==> src/hw/rtl/ilc_pkg.sv <==
// ----------------------------------------------------------------------------
// ilc_pkg
// Shared types and constants for the indexed list with compaction.
// ----------------------------------------------------------------------------
package ilc_pkg;

    // Fixed field widths of the request and result items
    localparam int unsigned DATA_W      = 32;
    localparam int unsigned INDEX_W     = 8;
    localparam int unsigned COUNT_OUT_W = 9;

    // Operation codes
    localparam logic [1:0] OP_APPEND = 2'd0;
    localparam logic [1:0] OP_POP    = 2'd1;
    localparam logic [1:0] OP_READ   = 2'd2;
    localparam logic [1:0] OP_REMOVE = 2'd3;

    // Status codes
    localparam logic ST_OK    = 1'b0;
    localparam logic ST_ERROR = 1'b1;

    // Request item
    typedef struct packed {
        logic [1:0]         operation;
        logic [INDEX_W-1:0] index;
        logic [DATA_W-1:0]  data_in;
    } t_in_item;

    // Result item
    typedef struct packed {
        logic [DATA_W-1:0]      data_out;
        logic                   status;
        logic [COUNT_OUT_W-1:0] count;
    } t_out_item;

    // Command broadcast to every cell of the chain
    typedef struct packed {
        logic go;      // an item is accepted this cycle
        logic append;  // write the new element at the address
        logic remove;  // cells at or above the address take their neighbour's value
        logic read;    // the cell at the address puts its element on the read tree
    } t_cell_cmd;

endpackage

==> src/hw/rtl/ilc_cell.sv <==
// ----------------------------------------------------------------------------
// ilc_cell
// One storage cell of the list: holds one element, shifts from its upper
// neighbour on a remove and offers its element to the read tree.
// ----------------------------------------------------------------------------
module ilc_cell #(
    parameter int unsigned ELEM_WIDTH = 32,
    parameter int unsigned IDX_W      = 8,
    parameter int unsigned CELL_IDX   = 0
) (
    input  logic                  i_clk,
    input  ilc_pkg::t_cell_cmd    i_cmd,
    input  logic [IDX_W-1:0]      i_addr,
    input  logic [ELEM_WIDTH-1:0] i_wr_data,
    input  logic [ELEM_WIDTH-1:0] i_upper_data,
    output logic [ELEM_WIDTH-1:0] o_data,
    output logic [ELEM_WIDTH-1:0] o_tap
);
    import ilc_pkg::*;

    localparam logic [IDX_W-1:0] MY_IDX = IDX_W'(CELL_IDX);

    logic [ELEM_WIDTH-1:0] r_data;
    logic [ELEM_WIDTH-1:0] r_tap;
    logic                  w_hit;
    logic                  w_at_or_above;

    assign w_hit         = (i_addr == MY_IDX);
    assign w_at_or_above = (MY_IDX >= i_addr);

    // Write on append, take the upper neighbour on remove, else hold
    always_ff @(posedge i_clk) begin
        if (i_cmd.go && i_cmd.append && w_hit) begin
            r_data <= i_wr_data;
        end else if (i_cmd.go && i_cmd.remove && w_at_or_above) begin
            r_data <= i_upper_data;
        end
    end

    // Capture the old element for the read tree, zero when not selected
    always_ff @(posedge i_clk) begin
        if (i_cmd.go) begin
            r_tap <= (i_cmd.read && w_hit) ? r_data : '0;
        end
    end

    assign o_data = r_data;
    assign o_tap  = r_tap;

endmodule

==> config.mk <==
export PLATFORM = sky130hd
export DESIGN_NAME = ilc_cell
export DESIGN_NICKNAME = d
export VERILOG_FILES = /design/src/hw/rtl/ilc_pkg.sv /design/src/hw/rtl/ilc_cell.sv
export SDC_FILE = /design/constraint.sdc
export NUM_CORES = 1
export LEC_CHECK = 0
export BUFFER_PORTS_ARGS = -buffer_cell sky130_fd_sc_hd__buf_2
export CORE_MARGIN = 2
export CORE_UTILIZATION = 46
export CTS_BUF_LIST = sky130_fd_sc_hd__clkbuf_4
export CTS_CLUSTER_DIAMETER = 40
export DETAILED_ROUTE_END_ITERATION = 10
export GPL_TIMING_DRIVEN = 0
export PLACE_DENSITY = 0.81
export SLEW_MARGIN = 5
export SYNTH_ARGS = -nofsm -noshare
export SYNTH_HDL_FRONTEND = slang
export SYNTH_SLANG_ARGS = --single-unit
==> constraint.sdc <==
create_clock -name i_clk -period 2.5 [get_ports i_clk]
set_clock_uncertainty 0.1 [all_clocks]
set_input_delay 0.25 -clock i_clk [delete_from_list [all_inputs] [get_ports i_clk]]
set_output_delay 0.25 -clock i_clk [all_outputs]
set_load 0.005 [all_outputs]
==> flow_metrics.env <==
export IMPL_status="finished clean"
export IMPL_cts_resized=0
export IMPL_n_fill_cell=446
export IMPL_worst_slack_ns=0.699
export IMPL_cts_setup_buffers=0
export IMPL_yosys_warnings=0
export IMPL_worstHoldPathCells=2
export IMPL_dp_cells=351
export IMPL_worst_ir_drop_vdd_uv=320
export IMPL_hp_start="i_wr_data[2]"
export IMPL_mostFrequentLayoutCell="buf_2"
export IMPL_layoutNonFillerInstCount=367
export IMPL_die_area_um2=6490
export IMPL_drtIter0Drc=59
export IMPL_ys_top_cells_by_area="edfxtp_1 71%, mux2_4 17%, and2_1 7.4%, buf_6 1.3%, nor4_2 0.93%"
export IMPL_num_rows=27
export IMPL_critPathBufInv=1
export IMPL_setup_viol=0
export IMPL_dpl_hpwl_mm=4.11
export IMPL_worst_slew_pin_slew_ns=0.763
export IMPL_post_drt_wl_per_cell_um=14.4
export IMPL_critPathLaunchType="input pin"
export IMPL_viasPerCell=4.76
export IMPL_cts_tree="yes"
export IMPL_period_minus_slack_ns=1.80
export IMPL_start_util_pct=48.4
export IMPL_antenna_found_initial=0
export IMPL_rsz0062_at_grt="no"
export IMPL_critPathSlowestCell="o2111a_2"
export IMPL_r2r_cells=1
export IMPL_maxCapViolCount=0
export IMPL_crit_arrival_ns=1.71
export IMPL_insertion_delay_ns=0.37
export IMPL_leakage_nw=1.72
export IMPL_diodes=0
export IMPL_htree_levels=3
export IMPL_nets=367
export IMPL_r2r_setup_slack_ns=1.60
export IMPL_ctsHoldBuffers=0
export IMPL_io_pins=141
export IMPL_drtAntennaViolNets=0
export IMPL_ys_seq_area_share_pct=71.3
export IMPL_synth_area_um2=2700
export IMPL_dr_pass1_iters=3
export IMPL_timing_rr_end="o_tap[29]$_SDFFCE_PN0P_"
export IMPL_synth_fp_nets=216
export IMPL_synthToLayoutAreaGrowth_pct=34.6
export IMPL_fp_dieW_um=80.6
export IMPL_max_slew_margin_rel_pct=49.1
export IMPL_drive_above_1_share_pct=66.1
export IMPL_slew_violations=0
export IMPL_crit_family="compound AO/OA/AOI/OAI gates"
export IMPL_cp_cell_sequence="buf_2 > o2111a_2"
export IMPL_synth_area_leader_cell="edfxtp_1"
export IMPL_seq_area_um2=1920
export IMPL_period_share_pct=72.1
export IMPL_multi_input_area_um2=731
export IMPL_ys_seq_elements=64
export IMPL_required_ns=2.41
export IMPL_cts_root_buf="clkbuf_4"
export IMPL_final_cell_mix="140 x buf_2, 64 x edfxtp_1, 32 x and2_1"
export IMPL_cts_buffers=9
export IMPL_gp_congestion=0.774
export IMPL_core_area_um2=5570
export IMPL_hold_violations=0
export IMPL_critical_path_class="in -> reg"
export IMPL_whs_endpoint="o_data[2]$_DFFE_PP_"
export IMPL_critPathMaxStageDelay_ns=0.85
export IMPL_grt_start_max_net_pins=35
export IMPL_grt_overflow=0
export IMPL_grt_util_all_layers_pct=17.0
export IMPL_drc=0
export IMPL_synth_top_cell_area_share_pct=71.3
export IMPL_grt_pass1_wl_mm=7.98
export IMPL_syn_avg_cell_area_um2=19.4
export IMPL_grt_pass1_vias=1703
export IMPL_fmax_mhz=555
export IMPL_synthDistinctLibCells=10
export IMPL_clkTransAtPathRegs_ns=0.11
export IMPL_clock_sinks=64
export IMPL_post_route_util_pct=65.1
export IMPL_netlist_instances=139
export IMPL_critPathCaptureType="flip-flop"
export IMPL_finalPower_mw=2.01
export IMPL_critical_path_max_fanout=34
export IMPL_wl_mm=5.27
export IMPL_min_path_type="in -> reg"
export IMPL_dp_slack_ns=-0.165
export IMPL_port_buffers=140
export IMPL_vias=1746
export IMPL_fin_tns_setup_ns=0
export IMPL_clock_path_buffers=2
export IMPL_die_height_um=80.6
export IMPL_r2r_start="o_data[29]$_DFFE_PP_"
export IMPL_powerDensity_nw_per_um2=553
cell usage after synthesis (all sizes together):
master / count
edfxtp: 64
nand4: 1
o2111a: 1
buf: 3
and3: 1
mux2: 32
nor4: 2
clkbuf: 3
and2: 32
stage by stage:
step                instance area (um^2)  hold WS [ns]
floorplan                           2700         0.262
global placement                    3490         0.425
detailed placement                  3490         0.431
CTS                                 3630        0.0227
global route                        3630        0.0147
finish                              3630        0.0590
routing by layer:
layer / wire (um) / vias to the layer above / track usage (%) / part of all wire, %
li1: - / 828 / - / -
met1: 1850 / 820 / 17.6 / 35
met2: 2850 / 89 / 30.0 / 54
met3: 495 / 9 / 5.84 / 9.4
met4: 78 / 0 / 9.49 / 1.5
met5: 0 / - / 0 / 0
how the worst max path moves through the flow:
| stage | from | endpoint | slack, ns | depth (start not counted) |
|---|---|---|---|---|
| 6_report | i_cmd[3] | o_data[13]$_DFFE_PP_ | 0.70 | 2 |
| 5_1_grt | i_cmd[3] | o_data[30]$_DFFE_PP_ | 0.60 | 2 |
| 4_1_cts | i_cmd[3] | o_data[0]$_DFFE_PP_ | 0.26 | 2 |
| 3_5_place_dp | i_cmd[3] | o_data[19]$_DFFE_PP_ | -0.17 | 2 |
| 3_3_place_gp | i_cmd[3] | o_data[12]$_DFFE_PP_ | -0.10 | 2 |
| 2_1_floorplan | i_addr[3] | o_data[0]$_DFFE_PP_ | 0.50 | 2 |
report_power, final:
| group | switching (mW) | leakage [nW] | internal, mW | total, mW |
|---|---|---|---|---|
| combinational | 0.0453 | 1.02 | 0.0851 | 0.130 |
| sequential | 0.00329 | 0.631 | 1.19 | 1.19 |
| clock | 0.355 | 0.0707 | 0.326 | 0.681 |
| total | 0.403 | 1.72 | 1.60 | 2.01 |
kinds of logic after synthesis:
family	share of synthesized area, %
compound gates	0.418
buf+inv	1.67
flops	71.3
mux	17.5
simple gates	9.09
sequential cells by signal (all words and copies together), names as in the netlist:
register,count
o_data,32
o_tap,32
final cells by class:
class / count / share of cell area [%]
sequential: 64 / 53.0
clock inverter: 5 / 1.59
buffer: 6 / 1.24
timing repair buffer: 140 / 19.3
multi-input combinational: 69 / 20.1
clock buffer: 11 / 2.28
tap: 72 / 2.48
(Power assumes the default switching activity.)
